File: src/design/stepper_homing_sequencer_top_macros.svh
// ---------------------------------------------------------------------------
// Stepper homing sequencer assertion macros
// Shared property forms for the sequencer's concurrent checks.
// ---------------------------------------------------------------------------
`ifndef STEPPER_HOMING_SEQUENCER_TOP_MACROS_SVH
`define STEPPER_HOMING_SEQUENCER_TOP_MACROS_SVH

// Same-cycle implication, sampled on clk and disabled during reset.
`define SHS_ASSERT_SAME(label, ante, cons, msg) \
    label: assert property (@(posedge clk) disable iff (!rst_n) (ante) |-> (cons)) \
        else $error(msg);

// Next-cycle implication, sampled on clk and disabled during reset.
`define SHS_ASSERT_NEXT(label, ante, cons, msg) \
    label: assert property (@(posedge clk) disable iff (!rst_n) (ante) |=> (cons)) \
        else $error(msg);

`endif

File: src/design/shs_pkg.sv
`timescale 1ns / 1ps
// ---------------------------------------------------------------------------
// Stepper homing sequencer package
// Types, widths, codes and the half-step coil table shared by the sequencer.
// ---------------------------------------------------------------------------
package shs_pkg;

    localparam int CAL_RUNS_DEF      = 3;
    localparam int SLOTS_PER_REV_DEF = 8;

    localparam int COIL_W       = 4;
    localparam int PAT_W        = 3;
    localparam int SLOT_CNT_W   = 8;
    localparam int REV_W        = 16;
    localparam int RUN_STEPS_W  = 16;
    localparam int TOTAL_W      = 19;
    localparam int STEPS_LEFT_W = 24;
    localparam int REV_MAX      = 65535;

    localparam int IN_DATA_W  = 40;
    localparam int IN_USER_W  = 2;
    localparam int OUT_DATA_W = 24;

    localparam logic [REV_W-1:0] INDEX_OFFSET_RST = 16'd150;

    typedef enum logic [1:0] {
        KIND_TICK    = 2'd0,
        KIND_CAL     = 2'd1,
        KIND_REV_CAL = 2'd2,
        KIND_RUN     = 2'd3
    } kind_t;

    typedef enum logic [2:0] {
        PH_IDLE     = 3'd0,
        PH_ALIGN_HI = 3'd1,
        PH_ALIGN_LO = 3'd2,
        PH_RUN_HI   = 3'd3,
        PH_RUN_LO   = 3'd4,
        PH_EXTRA    = 3'd5,
        PH_BACK     = 3'd6,
        PH_MOVE     = 3'd7
    } phase_t;

    typedef struct packed {
        kind_t                   kind;
        logic                    sensor;
        logic [SLOT_CNT_W-1:0]   slots;
        logic [SLOT_CNT_W-1:0]   pill_count;
        logic [REV_W-1:0]        rev_steps;
        logic [REV_W-1:0]        rev_slot;
    } item_t;

    typedef struct packed {
        logic [COIL_W-1:0] coils;
        logic              stepped;
        logic              busy_res;
        logic              is_calibrated;
        logic [REV_W-1:0]  rev_count;
        logic              refused;
    } result_t;

    function automatic logic [COIL_W-1:0] coil_pattern(input logic [PAT_W-1:0] idx);
        logic [COIL_W-1:0] pat;
        case (idx)
            3'd0:    pat = 4'h1;
            3'd1:    pat = 4'h3;
            3'd2:    pat = 4'h2;
            3'd3:    pat = 4'h6;
            3'd4:    pat = 4'h4;
            3'd5:    pat = 4'hC;
            3'd6:    pat = 4'h8;
            3'd7:    pat = 4'h9;
            default: pat = 4'h1;
        endcase
        return pat;
    endfunction

endpackage

File: src/design/shs_in_stage.sv
`timescale 1ns / 1ps
// ---------------------------------------------------------------------------
// Sequencer input stage
// Input register for one item; also precomputes steps per slot for reverse
// calibrate so the core needs a single multiply per path.
// ---------------------------------------------------------------------------
module shs_in_stage #(
    parameter int SLOTS_PER_REV = shs_pkg::SLOTS_PER_REV_DEF
) (
    input  logic                           clk,
    input  logic                           rst_n,
    input  logic                           s_tvalid,
    output logic                           s_tready,
    input  logic [shs_pkg::IN_DATA_W-1:0]  s_tdata,
    input  logic [shs_pkg::IN_USER_W-1:0]  s_tuser,
    input  logic                           advance,
    output logic                           item_valid,
    output shs_pkg::item_t                 item
);
    import shs_pkg::*;

    // Exact floor division by a constant through a rounded-up reciprocal.
    localparam int SLOT_SHIFT = REV_W + $clog2(SLOTS_PER_REV);
    localparam int SLOT_MUL_W = SLOT_SHIFT + 1;
    localparam int SLOT_PROD_W = REV_W + SLOT_MUL_W;
    localparam logic [SLOT_MUL_W-1:0] SLOT_MUL =
        SLOT_MUL_W'(((longint'(1) << SLOT_SHIFT) + SLOTS_PER_REV - 1) / SLOTS_PER_REV);

    logic                    valid_reg;
    logic                    valid_next;
    item_t                   item_reg;
    item_t                   item_next;
    logic                    take;
    logic [REV_W-1:0]        rev_in;
    logic [SLOT_PROD_W-1:0]  slot_prod;

    assign s_tready   = !valid_reg || advance;
    assign take       = s_tvalid && s_tready;
    assign item_valid = valid_reg;
    assign item       = item_reg;

    assign rev_in    = s_tdata[32:17];
    assign slot_prod = SLOT_PROD_W'(rev_in) * SLOT_PROD_W'(SLOT_MUL);

    always_comb
    begin
        item_next.kind       = kind_t'(s_tuser);
        item_next.sensor     = s_tdata[0];
        item_next.slots      = s_tdata[8:1];
        item_next.pill_count = s_tdata[16:9];
        item_next.rev_steps  = rev_in;
        item_next.rev_slot   = slot_prod[SLOT_SHIFT +: REV_W];
    end

    always_comb
    begin
        if (take)
        begin
            valid_next = 1'b1;
        end
        else if (advance)
        begin
            valid_next = 1'b0;
        end
        else
        begin
            valid_next = valid_reg;
        end
    end

    always_ff @(posedge clk or negedge rst_n)
    begin
        if (!rst_n)
        begin
            valid_reg <= 1'b0;
        end
        else
        begin
            valid_reg <= valid_next;
        end
    end

    always_ff @(posedge clk)
    begin
        if (take)
        begin
            item_reg <= item_next;
        end
    end

endmodule

File: src/design/shs_core.sv
`timescale 1ns / 1ps
// ---------------------------------------------------------------------------
// Sequencer core
// Phase state machine, step counters and coil pattern; resolves one item
// per cycle while advance is high and produces its result.
// ---------------------------------------------------------------------------
module shs_core #(
    parameter int CAL_RUNS      = shs_pkg::CAL_RUNS_DEF,
    parameter int SLOTS_PER_REV = shs_pkg::SLOTS_PER_REV_DEF
) (
    input  logic                       clk,
    input  logic                       rst_n,
    input  logic                       advance,
    input  shs_pkg::item_t             item,
    input  logic [shs_pkg::REV_W-1:0]  index_offset,
    output shs_pkg::result_t           res
);
    import shs_pkg::*;

    `include "stepper_homing_sequencer_top_macros.svh"

    localparam int IDX_W   = $clog2(CAL_RUNS);
    localparam int AVG_DIV = CAL_RUNS - 1;

    // Average of the counted runs: floor(total / AVG_DIV) by reciprocal.
    localparam int AVG_SHIFT  = TOTAL_W + $clog2(AVG_DIV);
    localparam int AVG_MUL_W  = AVG_SHIFT + 1;
    localparam int AVG_PROD_W = TOTAL_W + AVG_MUL_W;
    localparam logic [AVG_MUL_W-1:0] AVG_MUL =
        AVG_MUL_W'(((longint'(1) << AVG_SHIFT) + AVG_DIV - 1) / AVG_DIV);

    // Steps per slot straight from the total, in parallel with the average.
    localparam int SPS_DIV    = AVG_DIV * SLOTS_PER_REV;
    localparam int SPS_SHIFT  = TOTAL_W + $clog2(SPS_DIV);
    localparam int SPS_MUL_W  = SPS_SHIFT + 1;
    localparam int SPS_PROD_W = TOTAL_W + SPS_MUL_W;
    localparam logic [SPS_MUL_W-1:0] SPS_MUL =
        SPS_MUL_W'(((longint'(1) << SPS_SHIFT) + SPS_DIV - 1) / SPS_DIV);
    localparam logic [REV_W-1:0] SAT_SLOT = REV_W'(REV_MAX / SLOTS_PER_REV);
    localparam logic [IDX_W-1:0] LAST_RUN = IDX_W'(CAL_RUNS - 1);

    phase_t                   phase_reg, phase_next;
    logic [PAT_W-1:0]         pattern_reg, pattern_next;
    logic [COIL_W-1:0]        coil_reg, coil_next;
    logic [IDX_W-1:0]         run_index_reg, run_index_next;
    logic [RUN_STEPS_W-1:0]   run_steps_reg, run_steps_next;
    logic [TOTAL_W-1:0]       run_total_reg, run_total_next;
    logic [STEPS_LEFT_W-1:0]  steps_left_reg, steps_left_next;
    logic [REV_W-1:0]         rev_steps_reg, rev_steps_next;
    logic [REV_W-1:0]         slot_size_reg, slot_size_next;
    logic [REV_W-1:0]         pend_slot_reg, pend_slot_next;
    logic                     done_reg, done_next;

    logic                     step_fwd;
    logic                     step_bwd;
    logic                     zero_pat;
    logic                     refused;
    logic                     sl_nz;
    logic [STEPS_LEFT_W-1:0]  sl_dec;
    logic [RUN_STEPS_W-1:0]   steps_inc;
    logic [TOTAL_W:0]         total_sum;
    logic [TOTAL_W-1:0]       total_new;
    logic                     last_run;
    logic [AVG_PROD_W-1:0]    avg_prod;
    logic [TOTAL_W-1:0]       avg_quot;
    logic [REV_W-1:0]         avg_sat;
    logic [SPS_PROD_W-1:0]    sps_prod;
    logic [TOTAL_W-1:0]       sps_quot;
    logic [REV_W-1:0]         slot_from_avg;
    logic                     extra_due;
    logic [REV_W-1:0]         extra_m1;
    logic [STEPS_LEFT_W-1:0]  rev_cmd_steps;
    logic [STEPS_LEFT_W-1:0]  run_cmd_steps;

    assign sl_nz     = |steps_left_reg;
    assign sl_dec    = steps_left_reg - STEPS_LEFT_W'(1);
    assign steps_inc = (&run_steps_reg) ? run_steps_reg : run_steps_reg + RUN_STEPS_W'(1);
    assign last_run  = run_index_reg >= LAST_RUN;

    // The first run only aligns the count; later runs add in with saturation.
    assign total_sum = {1'b0, run_total_reg} + (TOTAL_W + 1)'(run_steps_reg);
    always_comb
    begin
        if (run_index_reg == '0)
        begin
            total_new = run_total_reg;
        end
        else if (total_sum[TOTAL_W])
        begin
            total_new = '1;
        end
        else
        begin
            total_new = total_sum[TOTAL_W-1:0];
        end
    end

    assign avg_prod = AVG_PROD_W'(total_new) * AVG_PROD_W'(AVG_MUL);
    assign avg_quot = avg_prod[AVG_SHIFT +: TOTAL_W];
    assign avg_sat  = (|avg_quot[TOTAL_W-1:REV_W]) ? '1 : avg_quot[REV_W-1:0];

    assign sps_prod      = SPS_PROD_W'(total_new) * SPS_PROD_W'(SPS_MUL);
    assign sps_quot      = sps_prod[SPS_SHIFT +: TOTAL_W];
    assign slot_from_avg = (|avg_quot[TOTAL_W-1:REV_W]) ? SAT_SLOT : sps_quot[REV_W-1:0];

    assign extra_due = avg_sat > index_offset;
    assign extra_m1  = avg_sat - index_offset - REV_W'(1);

    assign rev_cmd_steps = STEPS_LEFT_W'(item.rev_slot) * STEPS_LEFT_W'(item.pill_count);
    assign run_cmd_steps = STEPS_LEFT_W'(slot_size_reg) * STEPS_LEFT_W'(item.slots);

    // Next phase. A failed wait falls through to the next phase with the
    // same sensor sample, so the target here is where the tick settles.
    always_comb
    begin
        phase_next = phase_reg;
        if (item.kind != KIND_TICK)
        begin
            if (phase_reg == PH_IDLE)
            begin
                case (item.kind)
                    KIND_CAL:     phase_next = PH_ALIGN_HI;
                    KIND_REV_CAL: phase_next = PH_BACK;
                    KIND_RUN:     phase_next = done_reg ? PH_MOVE : PH_IDLE;
                    default:      phase_next = PH_IDLE;
                endcase
            end
        end
        else
        begin
            case (phase_reg)
                PH_ALIGN_HI: phase_next = item.sensor ? PH_ALIGN_HI : PH_ALIGN_LO;
                PH_ALIGN_LO: phase_next = item.sensor ? PH_RUN_HI : PH_ALIGN_LO;
                PH_RUN_HI:   phase_next = item.sensor ? PH_RUN_HI : PH_RUN_LO;
                PH_RUN_LO:
                begin
                    if (!item.sensor)
                    begin
                        phase_next = PH_RUN_LO;
                    end
                    else if (last_run)
                    begin
                        phase_next = extra_due ? PH_EXTRA : PH_IDLE;
                    end
                    else
                    begin
                        phase_next = PH_RUN_HI;
                    end
                end
                PH_EXTRA:    phase_next = sl_nz ? PH_EXTRA : PH_IDLE;
                PH_BACK:
                begin
                    if (item.sensor)
                    begin
                        phase_next = PH_BACK;
                    end
                    else
                    begin
                        phase_next = sl_nz ? PH_MOVE : PH_IDLE;
                    end
                end
                PH_MOVE:     phase_next = sl_nz ? PH_MOVE : PH_IDLE;
                default:     phase_next = PH_IDLE;
            endcase
        end
    end

    // Counters, stepping and result flags.
    always_comb
    begin
        run_index_next  = run_index_reg;
        run_steps_next  = run_steps_reg;
        run_total_next  = run_total_reg;
        steps_left_next = steps_left_reg;
        rev_steps_next  = rev_steps_reg;
        slot_size_next  = slot_size_reg;
        pend_slot_next  = pend_slot_reg;
        done_next       = done_reg;
        step_fwd        = 1'b0;
        step_bwd        = 1'b0;
        zero_pat        = 1'b0;
        refused         = 1'b0;
        if (item.kind != KIND_TICK)
        begin
            if (phase_reg == PH_IDLE)
            begin
                case (item.kind)
                    KIND_CAL:
                    begin
                        run_index_next = '0;
                        run_steps_next = '0;
                        run_total_next = '0;
                    end
                    KIND_REV_CAL:
                    begin
                        run_total_next  = TOTAL_W'(item.rev_steps);
                        pend_slot_next  = item.rev_slot;
                        steps_left_next = rev_cmd_steps;
                    end
                    KIND_RUN:
                    begin
                        if (done_reg)
                        begin
                            steps_left_next = run_cmd_steps;
                        end
                        else
                        begin
                            refused = 1'b1;
                        end
                    end
                    default:
                    begin
                        refused = 1'b0;
                    end
                endcase
            end
        end
        else
        begin
            case (phase_reg)
                PH_ALIGN_HI:
                begin
                    step_fwd = 1'b1;
                end
                PH_ALIGN_LO:
                begin
                    step_fwd = 1'b1;
                    if (item.sensor)
                    begin
                        run_steps_next = steps_inc;
                    end
                end
                PH_RUN_HI:
                begin
                    step_fwd       = 1'b1;
                    run_steps_next = steps_inc;
                end
                PH_RUN_LO:
                begin
                    if (!item.sensor)
                    begin
                        step_fwd       = 1'b1;
                        run_steps_next = steps_inc;
                    end
                    else
                    begin
                        run_total_next = total_new;
                        if (last_run)
                        begin
                            rev_steps_next = avg_sat;
                            slot_size_next = slot_from_avg;
                            run_index_next = '0;
                            run_steps_next = '0;
                            if (extra_due)
                            begin
                                step_fwd        = 1'b1;
                                steps_left_next = STEPS_LEFT_W'(extra_m1);
                            end
                            else
                            begin
                                zero_pat  = 1'b1;
                                done_next = 1'b1;
                            end
                        end
                        else
                        begin
                            // The new high run starts and counts its first step.
                            run_index_next = run_index_reg + IDX_W'(1);
                            run_steps_next = RUN_STEPS_W'(1);
                            step_fwd       = 1'b1;
                        end
                    end
                end
                PH_EXTRA:
                begin
                    if (sl_nz)
                    begin
                        step_fwd        = 1'b1;
                        steps_left_next = sl_dec;
                    end
                    else
                    begin
                        zero_pat  = 1'b1;
                        done_next = 1'b1;
                    end
                end
                PH_BACK:
                begin
                    if (item.sensor)
                    begin
                        step_bwd = 1'b1;
                    end
                    else
                    begin
                        rev_steps_next = run_total_reg[REV_W-1:0];
                        slot_size_next = pend_slot_reg;
                        run_total_next = '0;
                        if (sl_nz)
                        begin
                            step_fwd        = 1'b1;
                            steps_left_next = sl_dec;
                        end
                        else
                        begin
                            done_next = 1'b1;
                        end
                    end
                end
                PH_MOVE:
                begin
                    if (sl_nz)
                    begin
                        step_fwd        = 1'b1;
                        steps_left_next = sl_dec;
                    end
                    else
                    begin
                        done_next = 1'b1;
                    end
                end
                default:
                begin
                    step_fwd = 1'b0;
                end
            endcase
        end
    end

    always_comb
    begin
        if (zero_pat)
        begin
            pattern_next = '0;
        end
        else if (step_fwd)
        begin
            pattern_next = pattern_reg + PAT_W'(1);
        end
        else if (step_bwd)
        begin
            pattern_next = pattern_reg - PAT_W'(1);
        end
        else
        begin
            pattern_next = pattern_reg;
        end
        coil_next = (zero_pat || step_fwd || step_bwd) ? coil_pattern(pattern_next) : coil_reg;
    end

    always_comb
    begin
        res.coils         = coil_next;
        res.stepped       = step_fwd || step_bwd;
        res.busy_res      = phase_next != PH_IDLE;
        res.is_calibrated = done_next;
        res.rev_count     = rev_steps_next;
        res.refused       = refused;
    end

    always_ff @(posedge clk or negedge rst_n)
    begin
        if (!rst_n)
        begin
            phase_reg      <= PH_IDLE;
            pattern_reg    <= '0;
            coil_reg       <= '0;
            run_index_reg  <= '0;
            run_steps_reg  <= '0;
            run_total_reg  <= '0;
            steps_left_reg <= '0;
            rev_steps_reg  <= '0;
            slot_size_reg  <= '0;
            pend_slot_reg  <= '0;
            done_reg       <= 1'b0;
        end
        else if (advance)
        begin
            phase_reg      <= phase_next;
            pattern_reg    <= pattern_next;
            coil_reg       <= coil_next;
            run_index_reg  <= run_index_next;
            run_steps_reg  <= run_steps_next;
            run_total_reg  <= run_total_next;
            steps_left_reg <= steps_left_next;
            rev_steps_reg  <= rev_steps_next;
            slot_size_reg  <= slot_size_next;
            pend_slot_reg  <= pend_slot_next;
            done_reg       <= done_next;
        end
    end

    `SHS_ASSERT_SAME(a_cmd_no_step, advance && item.kind != KIND_TICK, !res.stepped,
        "command item took a step")
    `SHS_ASSERT_SAME(a_refuse_cond, advance && res.refused,
        phase_reg == PH_IDLE && !done_reg && item.kind == KIND_RUN,
        "run refused while calibrated or busy")
    `SHS_ASSERT_SAME(a_idle_tick, advance && phase_reg == PH_IDLE && item.kind == KIND_TICK,
        !res.stepped && !res.busy_res, "idle tick changed the motor")
    `SHS_ASSERT_NEXT(a_cal_sticky, done_reg, done_reg, "calibrated flag was lost")
    `SHS_ASSERT_NEXT(a_coil_match, advance && res.stepped, coil_reg == coil_pattern(pattern_reg),
        "coil drive does not match the pattern index after a step")

endmodule

File: src/design/shs_out_stage.sv
`timescale 1ns / 1ps
// ---------------------------------------------------------------------------
// Sequencer output stage
// Result register on the master side; packs the result item into tdata.
// ---------------------------------------------------------------------------
module shs_out_stage (
    input  logic                           clk,
    input  logic                           rst_n,
    input  logic                           advance,
    input  shs_pkg::result_t               res,
    output logic                           load_ok,
    output logic                           m_tvalid,
    input  logic                           m_tready,
    output logic [shs_pkg::OUT_DATA_W-1:0] m_tdata
);
    import shs_pkg::*;

    logic                  valid_reg;
    logic                  valid_next;
    logic [OUT_DATA_W-1:0] data_reg;
    logic [OUT_DATA_W-1:0] data_next;

    assign load_ok  = !valid_reg || m_tready;
    assign m_tvalid = valid_reg;
    assign m_tdata  = data_reg;

    assign data_next = {res.refused, res.rev_count, res.is_calibrated,
                        res.busy_res, res.stepped, res.coils};

    always_comb
    begin
        if (advance)
        begin
            valid_next = 1'b1;
        end
        else if (m_tready)
        begin
            valid_next = 1'b0;
        end
        else
        begin
            valid_next = valid_reg;
        end
    end

    always_ff @(posedge clk or negedge rst_n)
    begin
        if (!rst_n)
        begin
            valid_reg <= 1'b0;
        end
        else
        begin
            valid_reg <= valid_next;
        end
    end

    always_ff @(posedge clk)
    begin
        if (advance)
        begin
            data_reg <= data_next;
        end
    end

endmodule

File: src/design/stepper_homing_sequencer_top.sv
`timescale 1ns / 1ps
// An item is held in the input register, resolved by combinational step logic
// and its result captured in the result register. Throughput: one item per
// cycle while the result register is free or being read by the receiver.
// Reset (rst_n low, asynchronous): idle, coils off, not calibrated, all
// counts zero, index_offset back to 150, both stages empty.
// ---------------------------------------------------------------------------
// Stepper homing sequencer top level
// Half-step stepper driver with index-sensor calibration and slot moves.
// ---------------------------------------------------------------------------
module stepper_homing_sequencer_top #(
    parameter int CAL_RUNS      = shs_pkg::CAL_RUNS_DEF,
    parameter int SLOTS_PER_REV = shs_pkg::SLOTS_PER_REV_DEF
) (
    input  logic                           clk,
    input  logic                           rst_n,
    input  logic                           s_tvalid,
    output logic                           s_tready,
    // sensor [0], slots [8:1], pill_count [16:9], rev_steps [32:17], zero fill
    input  logic [shs_pkg::IN_DATA_W-1:0]  s_tdata,
    // kind [1:0]
    input  logic [shs_pkg::IN_USER_W-1:0]  s_tuser,
    output logic                           m_tvalid,
    input  logic                           m_tready,
    // coils [3:0], stepped [4], busy_res [5], is_calibrated [6],
    // rev_count [22:7], refused [23]
    output logic [shs_pkg::OUT_DATA_W-1:0] m_tdata,
    input  logic                           cfg_we,
    input  logic [shs_pkg::REV_W-1:0]      cfg_wdata
);
    import shs_pkg::*;

    logic             item_valid;
    item_t            item;
    result_t          res;
    logic             load_ok;
    logic             advance;
    logic [REV_W-1:0] index_offset_reg;

    assign advance = item_valid && load_ok;

    always_ff @(posedge clk or negedge rst_n)
    begin
        if (!rst_n)
        begin
            index_offset_reg <= INDEX_OFFSET_RST;
        end
        else if (cfg_we)
        begin
            index_offset_reg <= cfg_wdata;
        end
    end

    shs_in_stage #(
        .SLOTS_PER_REV (SLOTS_PER_REV)
    ) u_in_stage (
        .clk        (clk),
        .rst_n      (rst_n),
        .s_tvalid   (s_tvalid),
        .s_tready   (s_tready),
        .s_tdata    (s_tdata),
        .s_tuser    (s_tuser),
        .advance    (advance),
        .item_valid (item_valid),
        .item       (item)
    );

    shs_core #(
        .CAL_RUNS      (CAL_RUNS),
        .SLOTS_PER_REV (SLOTS_PER_REV)
    ) u_core (
        .clk          (clk),
        .rst_n        (rst_n),
        .advance      (advance),
        .item         (item),
        .index_offset (index_offset_reg),
        .res          (res)
    );

    shs_out_stage u_out_stage (
        .clk      (clk),
        .rst_n    (rst_n),
        .advance  (advance),
        .res      (res),
        .load_ok  (load_ok),
        .m_tvalid (m_tvalid),
        .m_tready (m_tready),
        .m_tdata  (m_tdata)
    );

endmodule

File: config.mk
export PLATFORM = sky130hd
export DESIGN_NAME = stepper_homing_sequencer_top
export DESIGN_NICKNAME = d
export VERILOG_FILES = /design/src/design/shs_pkg.sv /design/src/design/shs_in_stage.sv /design/src/design/shs_core.sv /design/src/design/shs_out_stage.sv /design/src/design/stepper_homing_sequencer_top.sv
export VERILOG_INCLUDE_DIRS = /design/src /design/src/design
export SDC_FILE = /design/constraint.sdc
export NUM_CORES = 1
export LEC_CHECK = 0
export BUFFER_PORTS_ARGS = -buffer_cell sky130_fd_sc_hd__clkbuf_2
export CAP_MARGIN = 20
export CORE_MARGIN = 5
export CORE_UTILIZATION = 45
export CTS_BUF_LIST = sky130_fd_sc_hd__clkbuf_16
export CTS_CLUSTER_SIZE = 24
export DETAILED_ROUTE_END_ITERATION = 8
export MAX_ROUTING_LAYER = met4
export PLACE_DENSITY = 0.74
export SETUP_SLACK_MARGIN = 0.15
export SLEW_MARGIN = 10
export SYNTH_ARGS = -nofsm -noshare
export SYNTH_HDL_FRONTEND = slang
export SYNTH_SLANG_ARGS = --single-unit
File: constraint.sdc
create_clock -name clk -period 5.37 [get_ports clk]
set_input_delay 1.074 -clock clk [delete_from_list [all_inputs] [get_ports clk]]
set_output_delay 1.074 -clock clk [all_outputs]
set_load 0.01 [all_outputs]
; Word level (Yosys, flattened, before mapping)
; Memories as Yosys holds them, arrays and structs flattened.
; Index checks and enable logic that the tools add are counted.
[word_totals]
romBits = 32
reg_bits = 207
elab_cells = 184
ram_bits = 0
latchBits = 0
input_bits = 63
memories = 1
out_inout_bits = 26
[mem_list]
columns = memory, words, width, rd, rd_clocked_by_memory_dff, wr, line_no
row1 = (name not given), 8, 4, 1, 0, 0, shs_pkg.sv:64  ; case (idx)
[classes]
shifts = 0
mux = 89
n_reduce_logical = 34
mul = 2
div_mod_pow = 0
bitwise_logic = 1
magnitude_cmp = 2
eq_ne = 24
addsub = 8
[op_table]
columns = operator, count
row1 = $mux W16, 14
row2 = $mux W24, 8
row3 = $mux W19, 6
row4 = $pmux W19 S2, 2
row5 = $pmux W24 S3, 1
row6 = $pmux W16 S2, 2
row7 = $pmux W16 S3, 1
row8 = $pmux W24 S2, 1
row9 = $mux W3, 13
row10 = $mux W1, 27
row11 = $mul A16 B8 Y24, 1
row12 = $reduce_or A24 Y1, 1
row13 = $sub A24 B1 Y24 const B, 1
row14 = $mul A13 B8 Y21, 1
row15 = $pmux W3 S7, 1
row16 = $add A19 B16 Y20, 1
row17 = $add A16 B1 Y16 const B, 1
row18 = $gt A16 B16 Y1, 1
row19 = $reduce_and A16 Y1, 1
row20 = $sub A16 B1 Y16 const B, 1
row21 = $sub A16 B16 Y16, 1
row22 = $mux W15, 1
row23 = $mux W2, 7
row24 = $eq A3 B3 Y1 const B, 4
row25 = 35 further kinds, 62

; Longest topological paths before layout
; Gate-level depths: netlist (run 1).
; An unclocked memory read counts as a cell.
[logic_depth]
ltp_word = 15
ltp_mapped = 23
ltp_nobuf = 22

; Modules after synthesis
; A second synthesis (run 1) with hierarchy kept.
[unflattened]
cells_unflattened = 2191
area_unflattened_um2 = 19648.8
[by_module_without_submodules]
columns = module, area_per_inst_um2, instances, seq_area_each_um2, cells_per_inst
row1 = shs_core, 16991.3, 1, 3002.9, 2073
row2 = shs_in_stage, 1228.7, 1, 1076.0, 56
row3 = shs_out_stage, 768.2, 1, 745.7, 27
row4 = stepper_homing_sequencer_top, 660.6, 1, 405.4, 35

; Worst setup path after synthesis (run 1)
; Ideal clock, no wire load.
[synth_timing]
path_type = reg-to-reg
startpoint = reg u_in_stage.item_reg, in the netlist u_in_stage.item[39]
endpoint = reg u_core.steps_left_reg[20]
setup_slack_ps = 128
stages_incl_launch_ff = 18
period_less_slack_ps = 5242
required_ps = 5231
setup_ps = 139
path_buffers = 1
t_arrival_ps = 5103
path_cell_list = edfxtp_1 > clkbuf_1 > nand2_1 > fa_1 > inv_1 > fa_1 > fa_1 > fa_1 > ha_1 > a21o_1 > a21o_1 > a41oi_1 > o21ai_0 > a2111o_1 > nand2_1 > mux2i_1 > nor3_1 > or4_1
[synth_via]
elab_chain_len = 4
[synth_lines]
columns = item, line_no
row1 = start: declaration, shs_in_stage.sv:31  ; item_t item_reg;
row2 = start signal: assignment, shs_in_stage.sv:87  ; item_reg <= item_next;
row3 = $mul A13 B8 Y21, shs_core.sv:109  ; assign rev_cmd_steps = STEPS_LEFT_W'(item.rev_slot) * STEPS_LEFT_W'(item.pill_count);
row4 = $pmux W24 S2, shs_core.sv:187  ; case (item.kind)
row5 = $mux W24, shs_core.sv:185  ; if (phase_reg == PH_IDLE)
row6 = $mux W24, shs_core.sv:183  ; if (item.kind != KIND_TICK)
row7 = end signal: assignment, shs_core.sv:384  ; steps_left_reg <= steps_left_next;
row8 = end: declaration, shs_core.sv:48  ; logic [STEPS_LEFT_W-1:0] steps_left_reg, steps_left_next;
; No other way between the ends. The select of a mux whose other input is x is not followed.
; A chain may end at the register's enable or synchronous reset.

==> results of run 1 <==
[final timing paths]
path,depth (start not counted),to,slack [ns],startpoint
worst max-delay path,18,u_core.steps_left_reg[19]$_DFFE_PN0P_,0.07,u_in_stage.item[21]$_DFFE_PP_
max in group asynchronous,2,index_offset_reg[7]$_DFFE_PN1P_,3.50,rst_n
worst min-delay path,2,u_core.rev_steps_reg[1]$_DFFE_PN0P_,0.50,u_core.rev_steps_reg[1]$_DFFE_PN0P_
min in group asynchronous,1,u_core.pattern_reg[0]$_DFFE_PN0P_,0.68,rst_n
worst max register to register,18,u_core.steps_left_reg[19]$_DFFE_PN0P_,0.07,u_in_stage.item[21]$_DFFE_PP_
worst min register to register,2,u_core.rev_steps_reg[1]$_DFFE_PN0P_,0.50,u_core.rev_steps_reg[1]$_DFFE_PN0P_
[logic make-up after synthesis]
kind of cell	synth area share
AOI/OAI and AO/OA	0.180
xor gates and xnor gates	0.0265
adders and majority gates	0.243
buffers and inverters	0.0662
DFF	0.278
muxes	0.0152
and+or+nand+nor	0.192
[stage by stage]
step	total power [µW]	setup WS, ns	util	hold WS, ns	instances
after floorplan	7500	0.165	-	0.445	2112
after global placement	10400	-0.245	0.510	0.470	2840
after detailed placement	10600	-0.329	0.510	0.476	2840
after CTS	12200	0.150	0.532	0.498	2888
after global routing	13800	-0.104	0.545	0.527	2908
final	12800	0.0664	0.545	0.501	2909
[metal layers]
metal  wire length [µm]  part of all wire  GRT usage
met1              23600              0.42      0.328
met2              26800              0.47      0.410
met3               3750             0.066     0.0409
met4               2430             0.043     0.0995
met5                  0                 0          -
[repair_timing]
item | 4_1_cts | 5_1_grt
pin swaps | 7 | 44
endpoints found under the setup margin | 46 | 55
setup buffers | 16 | 18
endpoints found under the hold margin | 0 | 0
resized for setup | 32 | 80
[where the power goes]
| group | switching (µW) | total (µW) | internal, µW |
|---|---|---|---|
| combinational | 5030 | 9050 | 4020 |
| sequential | 449 | 2380 | 1930 |
| clock | 729 | 1370 | 645 |
[cells in the final DEF (no fill, tap or decap), types with 15 or more instances in the layout]
cell type and n:
o211ai_1 15, o21a_1 20, a31oi_1 21, clkbuf_2 80, inv_1 201, nor3_1 31
nand3_1 37, o21ai_1 17, nand4_1 15, a21oi_1 106, o21ai_0 141, ha_1 109
a211oi_1 19, xor2_1 21, nor2_1 156, xnor2_1 33, nand2b_1 19, clkbuf_16 17
buf_4 250, mux2_2 17, dfrtp_1 127, a21o_1 15, and2_1 109, edfxtp_1 59
nand2_1 271, fa_1 144
[cell type report]
class / count / area [µm²] / share of cell area
clock inverters: 15 / 203 / 0.00912
clock buffers: 17 / 425 / 0.0191
multi-input cells: 1606 / 12600 / 0.568
inverters: 205 / 769 / 0.0346
diodes: 1 / 2.50 / 0.000113
well taps: 532 / 666 / 0.0300
repair buffers: 340 / 2410 / 0.108
flip-flops and latches: 193 / 5130 / 0.231
[tightest hold or removal path: stages (launching register included)]
cell	delay, ns
dfrtp_1	0.35
nand2_1	0.05
o221ai_1	0.06
==> impl_results.rst, run 1 <==
.. list-table::
   :header-rows: 1

   * - Metric
     - Value
   * - Outcome
     - finished clean
   * - Insertion delay to the later sink of the worst-skew pair
     - 0.48 ns
   * - Vias in the first global route
     - 16800
   * - Static leakage
     - 0.0102 µW
   * - Dominant delay contributor by cell family on the critical path
     - adder cells
   * - Syn. warnings
     - 0
   * - Initial core utilization
     - 0.454
   * - Top-area cell type share of the netlist area
     - 0.176
   * - # H-tree levels
     - 4
   * - Worst vdd rail ir drop
     - 351 µV
   * - Vias per std cell
     - 5.80
   * - Antenna violations before repair
     - 0
   * - Async set-reset flop share out of synthesis
     - 0.694
   * - Top flip-flop cell by instance count after synthesis
     - dfrtp_1
   * - Global-route wire length before repair
     - 89000 µm
   * - Critical Path AT
     - 5.67 ns
   * - DRC errors left
     - 0
   * - Flip-flop count of the largest register, all copies and words added
     - 35
   * - Number of sinks driven by the clock tree
     - 193
   * - FP Rows
     - 74
   * - Total negative slack
     - 0 ns
   * - Post-synthesis sequential area ratio
     - 0.278
   * - Final setup violating endpoints
     - 0
   * - Transition time at the pin with the least slew margin
     - 1.06 ns
   * - Number of input and output port buffers inserted
     - 81
   * - Crit-path max cell delay
     - 0.59 ns
   * - Library cell used as clock root buffer
     - clkbuf_16
   * - Crit path kind
     - register to register
   * - Min Clock Period, post-route
     - 5.30 ns
   * - Core Footprint
     - 40700 µm²
   * - Chip Width
     - 213 µm
   * - Number of nets in the final layout
     - 2697
   * - CTS tree
     - yes
   * - Post-synth design cell area
     - 18500 µm²
   * - Final RePlAce weighted congestion
     - 0.992
   * - Most area-consuming cells after synthesis
     - dfrtp_1, fa_1, edfxtp_1
   * - Post-DP Area
     - 20800 µm²
   * - Detailed-route wire length per cell
     - 19.4 µm
   * - WP data required
     - 5.74 ns
   * - Overall global routing resource usage
     - 0.256
   * - Setup repair after global routing missed its margin
     - yes
   * - Commonest cells in the synthesized netlist
     - nand2_1, inv_1, nor2_1
   * - Library cell occupying the most area in the post-synthesis netlist
     - dfrtp_1
   * - Type of the tightest min-delay check
     - register to register
   * - Die Footprint
     - 45200 µm²
   * - Areal power density over the cells
     - 576 nW/µm²
   * - Final period util
     - 0.988
   * - Number of endpoints with negative hold slack in the final report
     - 0
   * - Gr ovfl total
     - 0
   * - Detail Route Antenna Nets
     - 0
   * - CP max stage cell
     - fa_1
   * - TritonCTS Buffers
     - 17
   * - CTS clk-pin slew, worst paths
     - 0.09 ns
   * - Max Root-Sink Buffers
     - 2
   * - Share of layout cells above drive strength 1
     - 0.211
   * - Area Overhead vs Synth
     - 20.2%
   * - Largest net degree at the start of global routing
     - 100
   * - Worst setup EP type
     - register
   * - Cells traversed along the worst timing path
     - buf_6, and2_1, fa_1, inv_2, fa_1, inv_1, fa_1, fa_1, ha_4, o21a_1, o31a_1, o311a_4, o41ai_4, nand4b_1, nand2_2, o41ai_4, xnor2_2, a221o_1
   * - Most frequently used cell type in the post-synthesis netlist
     - nand2_1
   * - DIE HEIGHT
     - 213 µm
   * - Number of buffers and inverters on the critical path
     - 3
   * - Library cells used by synthesis
     - 91
   * - Cell mode on critical path
     - fa_1
   * - Post-synthesis net count
     - 2446
   * - Detailed-route via count
     - 16900
   * - Hold-fix buffers, CTS
     - 0
   * - Number of top-level design ports
     - 89
   * - EDFF count, synth
     - 59
   * - Slew Limit Fails
     - 0
   * - Post-DP HPWL
     - 43300 µm
   * - Worst Setup Start Kind
     - register
   * - Iter 0 DRT Violations
     - 1624
   * - Register bit total from synthesis
     - 193
   * - Highest achievable clock rate
     - 189 MHz
   * - Number of instances in the synthesized netlist
     - 2112
   * - Layout filler cell count
     - 3632
   * - Headroom to the max-slew limit
     - 0.288
   * - Total routed wirelength
     - 56600 µm
   * - Max-cap violation count
     - 0
   * - Fin area
     - 22200 µm²
   * - Mean Syn Cell Area
     - 8.75 µm²
   * - Pre-antenna DRT Iters
     - 8
   * - Maximum net fanout on the critical path
     - 5
   * - Post-route clock skew
     - 0.0174 ns
Note: power is estimated with default switching activity, not from simulation.
==> run 2, diff against run 1 <==
--- a/config.mk
+++ b/config.mk
@@ -14,7 +14,7 @@
 export CTS_CLUSTER_SIZE = 24
 export DETAILED_ROUTE_END_ITERATION = 8
 export MAX_ROUTING_LAYER = met4
-export PLACE_DENSITY = 0.74
+export PLACE_DENSITY = 0.72
 export SETUP_SLACK_MARGIN = 0.15
 export SLEW_MARGIN = 10
 export SYNTH_ARGS = -nofsm -noshare
==> constraint.sdc (replaced) <==
create_clock -name clk -period 5.3 [get_ports clk]
set_input_delay 1.06 -clock clk [delete_from_list [all_inputs] [get_ports clk]]
set_output_delay 1.06 -clock clk [all_outputs]
set_load 0.01 [all_outputs]
==> run 2 against run 1 <==
Maximum frequency up 1.5%. Wire length up 0.54%. Flip-flop and latch count unchanged. Critical endpoint is now u_core.pend_slot_reg[6]$_DFFE_PN0P_. First-iteration DRC count up 2.0%. Clock skew down 0.0015 ns.
==> impl_results.rst, run 2 (synthesis gave the netlist of run 1 again) <==
.. list-table::
   :header-rows: 1

   * - Metric
     - Value
   * - Outcome
     - finished clean (unchanged)
   * - Post-DP HPWL
     - 43500 µm (was 43300 µm)
   * - Pre-antenna DRT Iters
     - 6 (was 8)
   * - Type of the tightest min-delay check
     - register to register (unchanged)
   * - TritonCTS Buffers
     - 17 (unchanged)
   * - Detail Route Antenna Nets
     - 0 (unchanged)
   * - Die Footprint
     - 45200 µm² (unchanged)
   * - Iter 0 DRT Violations
     - 1657 (was 1624)
   * - Cell mode on critical path
     - buf_6 (was fa_1)
   * - Worst vdd rail ir drop
     - 365 µV (was 351 µV)
   * - Beginning of the worst register-to-register path
     - u_core.run_total_reg[12]$_DFFE_PN0P_ (was u_in_stage.item[21]$_DFFE_PP_)
   * - Static leakage
     - 0.0104 µW (was 0.0102 µW)
   * - Core Footprint
     - 40700 µm² (unchanged)
   * - CTS clk-pin slew, worst paths
     - 0.08 ns (was 0.09 ns)
   * - Number of buffers and inverters on the critical path
     - 7 (was 3)
   * - Stages on worst setup path
     - 24 (was 18)
   * - Commonest non-fill, non-tap cell in the layout
     - nand2_1 (unchanged)
   * - Share of layout cells above drive strength 1
     - 0.227 (was 0.211)
   * - Crit path kind
     - register to register (unchanged)
   * - Setup repair after global routing missed its margin
     - yes (unchanged)
   * - Number of nets in the final layout
     - 2697 (unchanged)
   * - WP data required
     - 5.67 ns (was 5.74 ns)
   * - Chip Width
     - 213 µm (unchanged)
   * - Vias in the first global route
     - 16300 (was 16800)
   * - Final period util
     - 0.986 (was 0.988)
   * - CTS tree
     - yes (unchanged)
   * - Largest net degree at the start of global routing
     - 100 (unchanged)
   * - CP max stage cell
     - dfrtp_1 (was fa_1)
   * - Slew Limit Fails
     - 0 (unchanged)
   * - Worst setup margin
     - 0.0742 ns (was 0.0664 ns)
   * - R2R Setup Slk
     - 0.07 ns (about the same)
   * - Setup crit start
     - u_core.run_total_reg[12]$_DFFE_PN0P_ (was u_in_stage.item[21]$_DFFE_PP_)
   * - Critical path capture point
     - u_core.pend_slot_reg[6]$_DFFE_PN0P_ (was u_core.steps_left_reg[19]$_DFFE_PN0P_)
   * - Detailed-route wire length per cell
     - 19.6 µm (was 19.4 µm)
   * - Depth of the worst register-to-register path
     - 24 (was 18)
   * - Area Overhead vs Synth
     - 22.5% (was 20.2%)
   * - Total routed wirelength
     - 56900 µm (was 56600 µm)
   * - Worst r2r dst
     - u_core.pend_slot_reg[6]$_DFFE_PN0P_ (was u_core.steps_left_reg[19]$_DFFE_PN0P_)
   * - Minimum setup slack after placement
     - -0.233 ns (was -0.329 ns)
   * - Post-DP Area
     - 20800 µm² (about the same)
   * - Number of top-level design ports
     - 89 (unchanged)
   * - Antenna cells
     - 0 (was 1)
   * - Post-route clock skew
     - 0.0160 ns (was 0.0174 ns)
   * - Flip-flop count of the largest register, all copies and words added
     - 35 (unchanged)
   * - Areal power density over the cells
     - 592 nW/µm² (was 576 nW/µm²)
   * - Number of sinks driven by the clock tree
     - 193 (unchanged)
   * - Total negative slack
     - 0 ns (unchanged)
   * - Number of endpoints with negative hold slack in the final report
     - 0 (unchanged)
   * - Max-cap violation count
     - 0 (unchanged)
   * - Worst setup EP type
     - register (unchanged)
   * - Library cell used as clock root buffer
     - clkbuf_16 (unchanged)
   * - Maximum net fanout on the critical path
     - 8 (was 5)
   * - Antenna violations before repair
     - 0 (unchanged)
   * - Min Clock Period, post-route
     - 5.23 ns (was 5.30 ns)
   * - Highest achievable clock rate
     - 191 MHz (was 189 MHz)
   * - Cells traversed along the worst timing path
     - ha_4, a21oi_4, a22o_1, or3_4, o21ai_4, nand4_4, buf_6, o32ai_4, buf_6, and3_4, inv_2, ha_4, and4_4, and2_4, a22o_1, o31ai_2, buf_4, buf_6, o31ai_4, nand2_2, buf_6, nor2_4, clkbuf_16, mux2_4 (was buf_6, and2_1, fa_1, inv_2, fa_1, inv_1, fa_1, fa_1, ha_4, o21a_1, o31a_1, o311a_4, o41ai_4, nand4b_1, nand2_2, o41ai_4, xnor2_2, a221o_1)
   * - Dominant delay contributor by cell family on the critical path
     - simple AND/OR/NAND/NOR gates (was adder cells)
   * - Initial core utilization
     - 0.454 (unchanged)
   * - Gr ovfl total
     - 0 (unchanged)
   * - Vias per std cell
     - 5.82 (was 5.80)
   * - Detailed-route via count
     - 16900 (about the same)
   * - Most used cells in the layout excluding fill and tap cells
     - nand2_1, buf_4, inv_1 (unchanged)
   * - Global-route wire length before repair
     - 88200 µm (was 89000 µm)
   * - Headroom to the max-slew limit
     - 0.280 (was 0.288)
   * - Final RePlAce weighted congestion
     - 1.01 (was 0.992)
   * - Worst Setup Start Kind
     - register (unchanged)
   * - Share of the core filled with cells
     - 0.556 (was 0.545)
   * - Fin area
     - 22600 µm² (was 22200 µm²)
   * - Overall global routing resource usage
     - 0.254 (was 0.256)
   * - Critical Path AT
     - 5.60 ns (was 5.67 ns)
   * - Number of input and output port buffers inserted
     - 81 (unchanged)
   * - Insertion delay to the later sink of the worst-skew pair
     - 0.49 ns (was 0.48 ns)
   * - Max Root-Sink Buffers
     - 2 (unchanged)
   * - Final setup violating endpoints
     - 0 (unchanged)
   * - FP Rows
     - 74 (unchanged)
   * - Transition time at the pin with the least slew margin
     - 1.08 ns (was 1.06 ns)
   * - DRC errors left
     - 0 (unchanged)
   * - DIE HEIGHT
     - 213 µm (unchanged)
   * - # H-tree levels
     - 4 (unchanged)
   * - Crit-path max cell delay
     - 0.44 ns (was 0.59 ns)
run 2: through the flow:
step	power, µW	hold slack (ns)	instances
2_1_floorplan	7610	0.445	2112
3_3_place_gp	10600	0.462	2839
3_5_place_dp	10800	0.476	2839
4_1_cts	12500	0.500	2878
5_1_grt	14400	0.525	2908
6_report	13400	0.500	2908
run 2: report_power, final:
group	switching, µW	internal (µW)	total (µW)
logic	5210	4320	9530
registers	468	1950	2420
clock network	774	670	1440
run 2: worst min-delay path by stage:
stage	start	end	slack [ns]	cells past startpoint
floorplan	u_core.coil_reg[2]$_DFFE_PN0P_	u_core.coil_reg[2]$_DFFE_PN0P_	0.44	2
global placement	u_core.coil_reg[2]$_DFFE_PN0P_	u_core.coil_reg[2]$_DFFE_PN0P_	0.46	2
detailed placement	u_core.coil_reg[2]$_DFFE_PN0P_	u_core.coil_reg[2]$_DFFE_PN0P_	0.48	2
CTS	u_core.coil_reg[2]$_DFFE_PN0P_	u_core.coil_reg[2]$_DFFE_PN0P_	0.50	2
global route	u_core.pend_slot_reg[12]$_DFFE_PN0P_	u_core.pend_slot_reg[12]$_DFFE_PN0P_	0.53	1
finish	u_core.coil_reg[2]$_DFFE_PN0P_	u_core.coil_reg[2]$_DFFE_PN0P_	0.50	2
run 2: area by class of cell:
cell class                      instances  area (µm²)
Clock inverter                         15         228
Fill cell                            3530       18100
Multi-Input combinational cell       1606       12900
Clock buffer                           17         425
Tap cell                              532         666
Inverter                              205         769
Sequential cell                       193        5130
Timing Repair Buffer                  340        2470
run 2: metal layers:
metal  wire length, µm  up-vias  global-route usage
met2             27200      714               0.402
li1                  -     7784                   -
met4              1920        0              0.0801
met5                 0        -                   -
met3              3800      141              0.0344
met1             23900     8297               0.342
run 2: worst reg2reg max path: stages, from the launching register on:
cell and delay [ns]:
dfrtp_1 0.44, ha_4 0.34, a21oi_4 0.07, a22o_1 0.25, or3_4 0.39, o21ai_4 0.19, nand4_4 0.13, buf_6 0.16
o32ai_4 0.29, buf_6 0.19, and3_4 0.21, inv_2 0.05, ha_4 0.26, and4_4 0.25, and2_4 0.14, a22o_1 0.15
o31ai_2 0.07, buf_4 0.16, buf_6 0.13, o31ai_4 0.22, nand2_2 0.12, buf_6 0.13, nor2_4 0.25, clkbuf_16 0.23
mux2_4 0.30
run 2: what timing repair did:
action | in CTS | in global routing
hold buffers | 0 | 0
gates resized for setup | 45 | 150
endpoints found under the setup margin | 58 | 59
cloned | 0 | 4
setup buffers | 7 | 24
pin swaps | 6 | 46
